File: src/design/line_rasterizer_defines.svh
// ----------------------------------------------------------------------------
// line_rasterizer_defines.svh
// assertion macros shared by the line rasterizer rtl
// ----------------------------------------------------------------------------
`ifndef LINE_RASTERIZER_DEFINES_SVH
`define LINE_RASTERIZER_DEFINES_SVH

`ifndef NO_ASSERTIONS
// implication checked every clock edge outside reset
`define LR_ASSERT(label, prop) \
  label: assert property (@(posedge clk) disable iff (!rst_n) prop) \
    else $error("line rasterizer assertion failed");
// same check, also active while reset is asserted
`define LR_ASSERT_ALWAYS(label, prop) \
  label: assert property (@(posedge clk) prop) \
    else $error("line rasterizer assertion failed");
`else
`define LR_ASSERT(label, prop)
`define LR_ASSERT_ALWAYS(label, prop)
`endif

`endif

File: src/design/lr_pkg.sv
// ----------------------------------------------------------------------------
// lr_pkg
// shared types and constants of the line rasterizer
// ----------------------------------------------------------------------------
`timescale 1ns / 1ps
`default_nettype none

package lr_pkg;

  // default coordinate width
  localparam int COORD_BITS_DEF = 10;

  // request kinds on the input channel
  typedef enum logic {
    REQ_LOAD = 1'b0,
    REQ_STEP = 1'b1
  } req_type_t;

endpackage

`default_nettype wire

File: src/design/lr_if.sv
// ----------------------------------------------------------------------------
// lr_in_if / lr_out_if
// valid/ready channels for line requests and pixel results
// ----------------------------------------------------------------------------
`timescale 1ns / 1ps
`default_nettype none

interface lr_in_if #(
  parameter int COORD_BITS = lr_pkg::COORD_BITS_DEF
);
  logic                  valid;
  logic                  ready;
  lr_pkg::req_type_t     req_type;
  logic [COORD_BITS-1:0] start_x;
  logic [COORD_BITS-1:0] start_y;
  logic [COORD_BITS-1:0] end_x;
  logic [COORD_BITS-1:0] end_y;

  modport source (output valid, req_type, start_x, start_y, end_x, end_y, input ready);
  modport sink   (input valid, req_type, start_x, start_y, end_x, end_y, output ready);
endinterface

interface lr_out_if #(
  parameter int COORD_BITS = lr_pkg::COORD_BITS_DEF
);
  logic                  valid;
  logic                  ready;
  logic [COORD_BITS-1:0] pixel_x;
  logic [COORD_BITS-1:0] pixel_y;
  logic                  last_pixel;

  modport source (output valid, pixel_x, pixel_y, last_pixel, input ready);
  modport sink   (input valid, pixel_x, pixel_y, last_pixel, output ready);
endinterface

`default_nettype wire

File: src/design/line_rasterizer.sv
// ----------------------------------------------------------------------------
// line_rasterizer
// bresenham line rasterizer: a load request latches two endpoints, each
// step request emits the next pixel of the line
// ----------------------------------------------------------------------------
//  channel   dir  handshake      payload
//  in_req    in   valid/ready    req_type, start_x, start_y, end_x, end_y
//  out_res   out  valid/ready    pixel_x, pixel_y, last_pixel
//
//  one request per clock unless a held result stalls: a request waits in the
//  input register, then its pixel moves into the result register
//  the throughput limit is the single add/compare of the error update
//  a held result stalls only step requests that produce a pixel; loads and
//  steps with no line active pass through while the result waits
//  reset (rst_n low, synchronous) drops any line and any queued request
// ----------------------------------------------------------------------------
`timescale 1ns / 1ps
`default_nettype none

`include "line_rasterizer_defines.svh"

module line_rasterizer #(
  parameter int COORD_BITS = lr_pkg::COORD_BITS_DEF
) (
  input  logic     clk,
  input  logic     rst_n,
  lr_in_if.sink    in_req,
  lr_out_if.source out_res
);
  import lr_pkg::*;

  localparam int ErrBits = COORD_BITS + 2;

  typedef logic [COORD_BITS-1:0]     coord_t;
  typedef logic signed [ErrBits-1:0] err_t;

  // input register
  logic      s1_valid_r;
  req_type_t s1_req_type_r;
  coord_t    s1_sx_r, s1_sy_r, s1_ex_r, s1_ey_r;

  // line state
  coord_t cur_major_r, cur_minor_r, stop_major_r;
  coord_t delta_major_r, delta_minor_r;
  err_t   error_term_r;
  logic   minor_down_r, steep_line_r, line_active_r;

  // result register
  logic   out_valid_r;
  coord_t pixel_x_r, pixel_y_r;
  logic   last_pixel_r;

  // handshake control
  logic in_accept, s1_emits, s1_adv;

  // load decode
  coord_t ld_dx, ld_dy;
  logic   ld_steep, ld_swap;
  coord_t ld_a_maj, ld_a_min, ld_b_maj, ld_b_min;
  coord_t ld_dmaj, ld_dmin;
  err_t   ld_err;

  // step update
  logic   st_last;
  err_t   st_err;
  coord_t st_minor;

  // a pixel is produced only by a step request while a line is live
  assign s1_emits  = (s1_req_type_r == REQ_STEP) && line_active_r;
  // the input register drains unless its pixel has nowhere to go
  assign s1_adv    = s1_valid_r && (!s1_emits || !out_valid_r || out_res.ready);
  assign in_req.ready = !s1_valid_r || s1_adv;
  assign in_accept = in_req.valid && in_req.ready;

  assign out_res.valid      = out_valid_r;
  assign out_res.pixel_x    = pixel_x_r;
  assign out_res.pixel_y    = pixel_y_r;
  assign out_res.last_pixel = last_pixel_r;

  // load: pick major axis, order endpoints along it, seed the error term
  always_comb begin
    ld_dx    = (s1_sx_r > s1_ex_r) ? s1_sx_r - s1_ex_r : s1_ex_r - s1_sx_r;
    ld_dy    = (s1_sy_r > s1_ey_r) ? s1_sy_r - s1_ey_r : s1_ey_r - s1_sy_r;
    ld_steep = ld_dy > ld_dx;   // equal slopes walk along x
    if (ld_steep) begin
      ld_a_maj = s1_sy_r; ld_a_min = s1_sx_r;
      ld_b_maj = s1_ey_r; ld_b_min = s1_ex_r;
      ld_dmaj  = ld_dy;   ld_dmin  = ld_dx;
    end else begin
      ld_a_maj = s1_sx_r; ld_a_min = s1_sy_r;
      ld_b_maj = s1_ex_r; ld_b_min = s1_ey_r;
      ld_dmaj  = ld_dx;   ld_dmin  = ld_dy;
    end
    ld_swap = ld_b_maj < ld_a_maj;
    // 2*dminor - dmajor
    ld_err  = $signed({1'b0, ld_dmin, 1'b0}) - $signed({2'b00, ld_dmaj});
  end

  // step: advance one pixel along the major axis
  always_comb begin
    st_last  = cur_major_r == stop_major_r;
    st_minor = cur_minor_r;
    if (error_term_r[ErrBits-1]) begin
      // negative error: minor coordinate holds
      st_err = error_term_r + $signed({1'b0, delta_minor_r, 1'b0});
    end else begin
      st_err = error_term_r + $signed({1'b0, delta_minor_r, 1'b0})
               - $signed({1'b0, delta_major_r, 1'b0});
      st_minor = minor_down_r ? cur_minor_r - coord_t'(1) : cur_minor_r + coord_t'(1);
    end
  end

  // input register
  always_ff @(posedge clk) begin
    if (!rst_n) begin
      s1_valid_r <= 1'b0;
    end else if (in_accept) begin
      s1_valid_r <= 1'b1;
    end else if (s1_adv) begin
      s1_valid_r <= 1'b0;
    end
  end

  always_ff @(posedge clk) begin
    if (in_accept) begin
      s1_req_type_r <= in_req.req_type;
      s1_sx_r       <= in_req.start_x;
      s1_sy_r       <= in_req.start_y;
      s1_ex_r       <= in_req.end_x;
      s1_ey_r       <= in_req.end_y;
    end
  end

  // line state
  always_ff @(posedge clk) begin
    if (!rst_n) begin
      cur_major_r   <= '0;
      cur_minor_r   <= '0;
      stop_major_r  <= '0;
      delta_major_r <= '0;
      delta_minor_r <= '0;
      error_term_r  <= '0;
      minor_down_r  <= 1'b0;
      steep_line_r  <= 1'b0;
      line_active_r <= 1'b0;
    end else if (s1_adv) begin
      if (s1_req_type_r == REQ_LOAD) begin
        // a load replaces any line still in progress
        cur_major_r   <= ld_swap ? ld_b_maj : ld_a_maj;
        cur_minor_r   <= ld_swap ? ld_b_min : ld_a_min;
        stop_major_r  <= ld_swap ? ld_a_maj : ld_b_maj;
        minor_down_r  <= ld_swap ? (ld_a_min < ld_b_min) : (ld_b_min < ld_a_min);
        delta_major_r <= ld_dmaj;
        delta_minor_r <= ld_dmin;
        error_term_r  <= ld_err;
        steep_line_r  <= ld_steep;
        line_active_r <= 1'b1;
      end else if (line_active_r) begin
        if (st_last) begin
          line_active_r <= 1'b0;
        end else begin
          error_term_r <= st_err;
          cur_minor_r  <= st_minor;
          cur_major_r  <= cur_major_r + coord_t'(1);
        end
      end
    end
  end

  // result register
  always_ff @(posedge clk) begin
    if (!rst_n) begin
      out_valid_r <= 1'b0;
    end else if (s1_adv && s1_emits) begin
      out_valid_r <= 1'b1;
    end else if (out_res.ready) begin
      out_valid_r <= 1'b0;
    end
  end

  always_ff @(posedge clk) begin
    if (s1_adv && s1_emits) begin
      pixel_x_r    <= steep_line_r ? cur_minor_r : cur_major_r;
      pixel_y_r    <= steep_line_r ? cur_major_r : cur_minor_r;
      last_pixel_r <= st_last;
    end
  end

  // a held result is never overwritten by a new pixel
  `LR_ASSERT(a_no_overwrite, (out_valid_r && !out_res.ready) |-> !(s1_adv && s1_emits))
  // emitting the far endpoint ends the line
  `LR_ASSERT(a_last_ends_line, (s1_adv && s1_emits && st_last) |=> !line_active_r)
  // a load always leaves a line active
  `LR_ASSERT(a_load_starts_line, (s1_adv && s1_req_type_r == REQ_LOAD) |=> line_active_r)
  // the walk never passes the far endpoint
  `LR_ASSERT_ALWAYS(a_walk_bounded, line_active_r |-> (cur_major_r <= stop_major_r))
  // a new result only follows a pixel-producing request
  `LR_ASSERT(a_result_source, $rose(out_valid_r) |-> $past(s1_adv && s1_emits))

endmodule

`default_nettype wire

File: src/flat_wrapper.sv
// flat-port wrapper written by rule: the top's interface ports become plain ports
module line_rasterizer_flat import lr_pkg::*;
#(
  parameter int COORD_BITS = lr_pkg::COORD_BITS_DEF
)
  (clk, rst_n, in_req_valid, in_req_req_type, in_req_start_x, in_req_start_y, in_req_end_x, in_req_end_y, in_req_ready, out_res_valid, out_res_pixel_x, out_res_pixel_y, out_res_last_pixel, out_res_ready);
  lr_in_if #(.COORD_BITS(COORD_BITS)) in_req_i ();
  lr_out_if #(.COORD_BITS(COORD_BITS)) out_res_i ();
  input  logic clk;
  input  logic rst_n;
  input wire logic [$bits(in_req_i.valid)-1:0] in_req_valid;
  input wire logic [$bits(in_req_i.req_type)-1:0] in_req_req_type;
  input wire logic [$bits(in_req_i.start_x)-1:0] in_req_start_x;
  input wire logic [$bits(in_req_i.start_y)-1:0] in_req_start_y;
  input wire logic [$bits(in_req_i.end_x)-1:0] in_req_end_x;
  input wire logic [$bits(in_req_i.end_y)-1:0] in_req_end_y;
  output wire logic [$bits(in_req_i.ready)-1:0] in_req_ready;
  output wire logic [$bits(out_res_i.valid)-1:0] out_res_valid;
  output wire logic [$bits(out_res_i.pixel_x)-1:0] out_res_pixel_x;
  output wire logic [$bits(out_res_i.pixel_y)-1:0] out_res_pixel_y;
  output wire logic [$bits(out_res_i.last_pixel)-1:0] out_res_last_pixel;
  input wire logic [$bits(out_res_i.ready)-1:0] out_res_ready;
  assign in_req_i.valid = in_req_valid;
  assign in_req_i.req_type = in_req_req_type;
  assign in_req_i.start_x = in_req_start_x;
  assign in_req_i.start_y = in_req_start_y;
  assign in_req_i.end_x = in_req_end_x;
  assign in_req_i.end_y = in_req_end_y;
  assign in_req_ready = in_req_i.ready;
  assign out_res_valid = out_res_i.valid;
  assign out_res_pixel_x = out_res_i.pixel_x;
  assign out_res_pixel_y = out_res_i.pixel_y;
  assign out_res_last_pixel = out_res_i.last_pixel;
  assign out_res_i.ready = out_res_ready;
  line_rasterizer #(.COORD_BITS(COORD_BITS)) u_core (.clk(clk), .rst_n(rst_n), .in_req(in_req_i), .out_res(out_res_i));
endmodule
File: config.mk
export PLATFORM = sky130hd
export DESIGN_NAME = line_rasterizer_flat
export DESIGN_NICKNAME = d
export VERILOG_FILES = /design/src/design/lr_pkg.sv /design/src/design/lr_if.sv /design/src/design/line_rasterizer.sv /design/src/flat_wrapper.sv
export VERILOG_INCLUDE_DIRS = /design/src /design/src/design
export SDC_FILE = /design/constraint.sdc
export NUM_CORES = 1
export LEC_CHECK = 0
export BUFFER_PORTS_ARGS = -buffer_cell sky130_fd_sc_hd__buf_2
export CAP_MARGIN = 15
export CORE_MARGIN = 8
export CORE_UTILIZATION = 51
export DETAILED_ROUTE_END_ITERATION = 8
export GPL_TIMING_DRIVEN = 0
export PLACE_DENSITY = 0.69
export SLEW_MARGIN = 20
export SYNTH_ARGS = -nofsm -noshare
export SYNTH_HDL_FRONTEND = slang
export SYNTH_SLANG_ARGS = --single-unit
File: constraint.sdc
create_clock -name clk -period 7.9 [get_ports clk]
set_input_delay 1.185 -clock clk [delete_from_list [all_inputs] [get_ports clk]]
set_output_delay 1.185 -clock clk [all_outputs]
set_load 0.01 [all_outputs]
==> run summary, run 1 <==
The number of hold violations in the final report came out at 0. The net count of the finished layout is 1475, and the die height is 159.8 µm. The run gives 1556 as the instance count after placement with tap cells included. For the static leakage power, the log shows 0.005216 µW. The logs give 50270 µm for the wire length of the first global-routing pass and 0.6036 for the utilization after layout. The tools report the final max-slew violation count as 0. The worst stage delay on the critical path is 0.58 ns. The overall routing resource usage was 0.2461. Pin placement for this block handled 68 I/O pins. The global-route met2 utilization was 0.3944. The run gives 0.3216 as the met1 capacity usage during global routing.

The standard cell with the maximum stage delay on the critical path was nor3_2. The Yosys step of the flow raised 0 warnings. For the initial DRC count, the log shows 838. Detailed placement ended at an HPWL of 25090 µm. The tools report the number of different library cells in the post-synthesis netlist as 94. STA classifies the critical path endpoint as a register. Power spread over the standard cell area amounts to 359.2 mW/mm². The fraction of layout instances using a drive strength above 1 came out at 0.1814.

Top register by number of flip-flops: u_core.error_term_r. The detailed-route vias per instance works out to 6.037. The number of antenna cells inserted is 0, and the detail-routed net length per standard cell is 20.06 µm. met2 is the most crowded layer. Counting flops with a built-in enable in the synthesized netlist gives 62. Required time at the worst-slack endpoint: 8.25 ns. Among the stages of the critical path, the cell type that occurs most often is a21o_1. Compared with the post-synthesis result, the final layout area differs by 16.12%.

In this run, post-CTS hold repair placed 0 buffers. The routed layout has 9684 vias. At the pin with the least slew margin, the transition time is 0.8605 ns.

The tightest hold path in the finished design has a slack of 0.4615 ns. The effective utilization at floorplan was 0.5198; the final cell area excluding filler cells was 0.01225 mm². The initial antenna violation count came out at 0. After technology mapping, the gate count stands at 1218.

Averaged over all synthesized cells, the footprint is 8.663 µm². In this run the cell area of the synthesized design comes to 0.01055 mm². The peak supply drop came out at 0.2096 mV.

The number of nets handed over by synthesis was 1372. For flop-to-flop paths, the worst setup slack is 0.22 ns. The total clock sinks was 128. Path type of the worst min-delay path: reg2reg.

The register with the most flip-flops in the layout has 11 of them. The worst reg2reg path depth was 31; the total length of routed wires was 32170 µm. Leaving out fill and tap cells, the most frequent cell in the layout is a21oi_1. The standard-cell row count is 52. The clock skew after layout is 0.01607 ns, and the met3 capacity usage during global routing is 0.05064.

Global routing finished with a remaining overflow of 0. The flow ran to the end, and the final reports show no timing, DRC or antenna violations. The logs give 23 for the largest net degree at the start of global routing and 130.3 MHz for the upper clock frequency limit. The top cell types in the final layout, fill and taps aside, are a21oi_1, inv_1, ha_1.

The final critical-path share of the clock period came out at 0.9717. At the end of routability-driven placement, the weighted congestion stood at 0.9348. Setup violations remaining at the end of the flow were counted as 0. Along the worst hold path, the cell count comes to 2. Total iterations of the first detailed-routing run: 8. The number of global-route vias before repair came out at 9166. The tools report the final non-filler cell total as 1604. The synthesized flop and latch total works out to 128. The fraction of synthesis flops using an asynchronous set or reset pin came out at 0. The clock root buffer was clkbuf_16. TritonCTS built the clock tree.

The data arrival time of the critical path was 8.03 ns. For the antenna violation net count after detailed routing, the log shows 0. The tools report the sequential cell area fraction in the yosys report as 0.3017. In this run the number of H-tree levels came out at 4.

The worst setup path is launched from a register. Counting I/O delays and the setup requirement, the final critical path takes 7.676 ns. The clock passes through at most 2 buffers. Of all nets on the critical path, the largest fanout is 10. The area of the die is 0.02555 mm², and the horizontal die dimension is 159.8 µm. The tool flagged a number of max-cap violations equal to 0. Instance area after placement: 0.01127 mm². The headroom to the max-slew limit came out at 0.4222.

The clock latency reported for the late side of the worst-skew pair is 0.44 ns, and the number of buffers inserted during clock tree synthesis is 17. Clock-pin slew was measured on the worst setup and hold paths at 0.06 ns. For the area of the core, the log shows 0.02030 mm². The most used flip-flop cell after synthesis is dfxtp_1. In the routed design, unresolved DRC markers number 0.

The number of buffers added on ports works out to 66. The critical path is of the reg2reg type.
## worst paths after layout
check	start	end
worst max-delay path	u_core.s1_sx_r[6]	u_core.cur_major_r[4]
worst min-delay path	u_core.delta_major_r[3]	u_core.delta_major_r[3]
worst max register to register	u_core.s1_sx_r[6]	u_core.cur_major_r[4]
worst min register to register	u_core.delta_major_r[3]	u_core.delta_major_r[3]
## repair_timing
item                                    CTS  global route
buffers inserted                          5            10
pin swaps                                 2             9
gates resized for setup                  22            35
gates cloned                              0             2
endpoints found under the setup margin   36            36
## layer usage
layer | part of all wire | wire length [µm]
met1 | 0.45 | 14440
met2 | 0.45 | 14390
met3 | 0.067 | 2168
met4 | 0.036 | 1165
met5 | 0 | 0
## area by class of cell
cell class              instances  area (µm²)
fillers                      1808        8048
multi-input cells             918        6868
flip-flops and latches        128        3183
repair buffers                 85       521.8
clock buffers                  17       425.4
inverters                     108       405.4
plain buffers                  63       344.1
well taps                     270       337.8
clock inverters                15       166.4
## report_power, final
group          total [µW]  internal, µW  switching (µW)
Combinational        2780          1140            1640
Sequential            808           753            55.1
Clock                 809           450             359
Total                4400          2350            2060
## synth_stat cells (22+ instances only)
master | n | area [µm²]
a21oi_1 | 120 | 600.6
a21o_1 | 28 | 210.2
o211ai_1 | 22 | 165.2
nor2_1 | 51 | 191.4
dfxtp_1 | 66 | 1321
xnor2_1 | 30 | 262.8
o21ai_0 | 81 | 405.4
nor3_1 | 44 | 220.2
clkbuf_1 | 35 | 131.4
nand3_1 | 44 | 220.2
nand2_1 | 71 | 266.5
ha_1 | 101 | 1264
edfxtp_1 | 62 | 1862
mux2_2 | 39 | 439.2
inv_1 | 106 | 397.9
## logic make-up (layout without fill, tap and decap cells)
logic type | Yosys count | after routing | synth area share
XOR/XNOR | 47 | 47 | 0.03972
multiplexers | 58 | 58 | 0.05965
AND/OR/NAND/NOR | 313 | 313 | 0.1558
AO/OA/AOI/OAI | 388 | 388 | 0.2375
adder cells (fa/ha/maj) | 112 | 112 | 0.1379
flip-flops | 128 | 128 | 0.3017
buffers and inverters | 172 | 288 | 0.06771
## per-stage QoR
stage          total power [µW]  worst slack [ns]  TNS (ns)
5_1_grt                    4671          -0.07649   -0.8012
4_1_cts                    4197           0.01644         0
3_5_place_dp               3291           -0.8440    -17.79
3_3_place_gp               3250           -0.7220    -13.56
2_1_floorplan              2661            0.6806         0
6_report                   4401            0.2238         0
## worst max-delay path, delay by kind of cell, from the launching register on
family	cells	cell delay, ns
flops	1	0.52
fa+ha+maj	3	1.05
compound gates	14	3.16
mux	1	0.37
simple gates	7	1.51
buf+inv	6	0.99
Note: power is estimated with default switching activity, not from simulation.
==> inputs of run 2 (changes only) <==
Settings changed: CORE_MARGIN 8 to not set.
==> run 2 against run 1 <==
Net effect:
- critical path depth grew 5
- sequential cell count unchanged
- power down 0.14%
- critical path type unchanged
- largest cell class unchanged
- largest power group unchanged
==> run summary, run 2 (synthesis gave the netlist of run 1 again) <==
The flow ran to the end, and the final reports show no timing, DRC or antenna violations. Antenna violation net count after detailed routing: 0. Entering global routing, the biggest net connects 23 pins. Summing all placed instances gives a cell area of 0.01127 mm². Dividing the detail-routed wire length by the instance count gives 19.54 µm.

The total buffers and inverters traversed by the critical path was 8. The run gives 0.2244 mV as the peak supply drop. TritonCTS built the clock tree. For the number of maximum-capacitance constraint violations, the log shows 0. In this run the number of cells on the critical path is 36. Startpoint of the most critical setup path: u_core.s1_sy_r[0]. For this run, design rule violations remaining after detail routing come to 0.

On the critical path, the stage with the largest delay is an instance of fa_1. The floorplan has 52 rows. The required time at the worst-slack endpoint came out at 8.24 ns.

CTS built an H-tree with a depth of 4. Once detailed placement completed, the half-perimeter wirelength came to 24520 µm. The critical path in this run is classified as reg2reg. The number of global-route vias before repair is 9108. Leaving out fill and tap cells, the most frequent cell in the layout is a21oi_1. Input and output buffers added on the ports amount to 66.

Summing internal, switching and leakage power gives 4395 µW. Summed over all failing endpoints, the final setup total negative slack is 0 ns. The core region is 0.02023 mm². The layout overhead on the synthesized area was 16.36%; the final critical-path share of the clock period was 0.9740. CTS clock-pin slew for the worst setup and hold paths: 0.06 ns. The tree built by TritonCTS fans out to 128 sinks. From left edge to right edge, the die measures 145.8 µm. The tools report the headroom to the max-slew limit as 0.2897. Setup violations remaining at the end of the flow were counted as 0.

The worst register-to-register path begins at u_core.s1_sy_r[0]. STA classifies the critical path startpoint as a register. Hold is met by 0.4686 ns.

Static timing analysis puts the maximum clock frequency at 130.0 MHz. The run gives 0.43 ns as the clock latency reported for the late side of the worst-skew pair. Path type of the worst min-delay path: reg2reg. The global-route met2 utilization was 0.4648; the placer's final routability congestion estimate was 0.9519. The routed layout has 9760 vias. The die covers 0.02127 mm². For flop-to-flop paths, the worst setup slack is 0.21 ns. The tools report the met3 capacity usage during global routing as 0.03887.

The final max-slew violation count came out at 0. The buffer levels on the longest clock path was 2. The library cells used most frequently in the layout, excluding fill and tap cells, are a21oi_1, inv_1, ha_1. STA classifies the critical path endpoint as a register. The first global-routing pass estimated 48870 µm of wire. The worst hold path was traced through 2 stages.

Endpoint of the lowest-slack register-to-register path: u_core.cur_major_r[3]. The static leakage power is 0.005227 µW. The register with the most flip-flops in the final layout is u_core.error_term_r. For the pin with the worst max-slew slack, the measured transition is 1.054 ns. The number of hold violations in the final report was 0; the number of flip-flops under the largest register name was 11.

At the worst endpoint, the arrival time is 8.04 ns. Total length of routed wires: 31460 µm. Counting the buffers created by CTS gives 17.

The worst reg2reg path depth is 36. For the overall routing resource usage, the log shows 0.2959. Clock tree synthesis selected as its root buffer the cell clkbuf_16. The initial antenna violation count was 0.

The run gives 0.5215 as the effective utilization at floorplan. Power spread over the standard cell area amounts to 357.9 mW/mm². With fillers left out, the area of the finished cells amounts to 0.01228 mm².

Measured along the y axis, the die boundary spans 145.8 µm. After detailed routing, the number of vias per cell comes to 6.062. The logs give 7 for the total iterations of the first detailed-routing run and 865 for the initial DRC count. The peak-usage layer in the global routing report is met2. The largest single stage delay on the critical path is 0.46 ns. The tools report the clock skew after layout as 0.01374 ns.

The met1 capacity usage during global routing is 0.3944, and the number of antenna cells inserted is 0. The final layout contains 1481 nets. The tools report the remaining global-route overflow as 0.

68 I/O pins were placed. The fraction of layout instances using a drive strength above 1 works out to 0.1873. The cell that appears most often on the critical path is a21o_1.

Cell family contributing the most delay on the critical path: compound AO/OA/AOI/OAI gates. Counting the fill cells in the layout gives 1805. The utilization after layout came out at 0.6068.

Along the worst path, the maximum fanout reaches 10. The critical path ends at u_core.cur_major_r[3]. Shortest clock period the worst path allows after layout: 7.695 ns.
-- run 2: timing repair --
| action | in CTS | in global routing |
|---|---|---|
| buffers inserted | 3 | 18 |
| hold buffers | 0 | 0 |
| resized for setup | 18 | 43 |
| setup endpoints to repair | 36 | 37 |
| pin swaps | 1 | 13 |
| cloned | 0 | 2 |
-- run 2: final cells by class --
cell class	instances	area (µm²)	share of cell area
multi-input cells	918	6867	0.5593
clock buffers	17	425.4	0.03465
flip-flops and latches	128	3183	0.2592
repair buffers	91	563.0	0.04586
plain buffers	63	349.1	0.02843
clock inverters	15	147.6	0.01202
inverters	108	405.4	0.03302
well taps	270	337.8	0.02751
-- run 2: worst min path at each step --
stage / from / endpoint / slack, ns
final: u_core.delta_major_r[0] / u_core.delta_major_r[0] / 0.47
after global routing: u_core.delta_major_r[3] / u_core.delta_major_r[3] / 0.48
after CTS: u_core.delta_major_r[0] / u_core.delta_major_r[0] / 0.47
after detailed placement: u_core.delta_major_r[0] / u_core.delta_major_r[0] / 0.46
after global placement: u_core.delta_major_r[1] / u_core.delta_major_r[1] / 0.45
after floorplan: u_core.delta_major_r[3] / u_core.delta_major_r[3] / 0.43
-- run 2: power breakdown --
| part | internal [µW] | switching (µW) | leakage, µW |
|---|---|---|---|
| sequential | 753 | 55.2 | 0.00115 |
| clock | 418 | 360 | 0.000277 |
| combinational | 1170 | 1640 | 0.00380 |
| total | 2340 | 2060 | 0.00523 |
-- run 2: per-stage QoR --
stage          instances  worst slack (ns)
3_5_place_dp        1556           -0.7752
2_1_floorplan       1218            0.6806
5_1_grt             1610          -0.06007
4_1_cts             1591          0.002293
6_report            1610            0.2052
3_3_place_gp        1554           -0.7040
-- run 2: routing by layer --
metal  vias to the layer above  wire (µm)
li1                       4694          -
met1                      4569      13940
met2                       408      14000
met3                        89       1955
met4                         0       1558
met5                         -          0
-- run 2: worst min-delay path, cell delays in order, from the launching register on --
cell	delay [ns]
dfxtp_1	0.32
nand2_1	0.06
a21oi_1	0.05
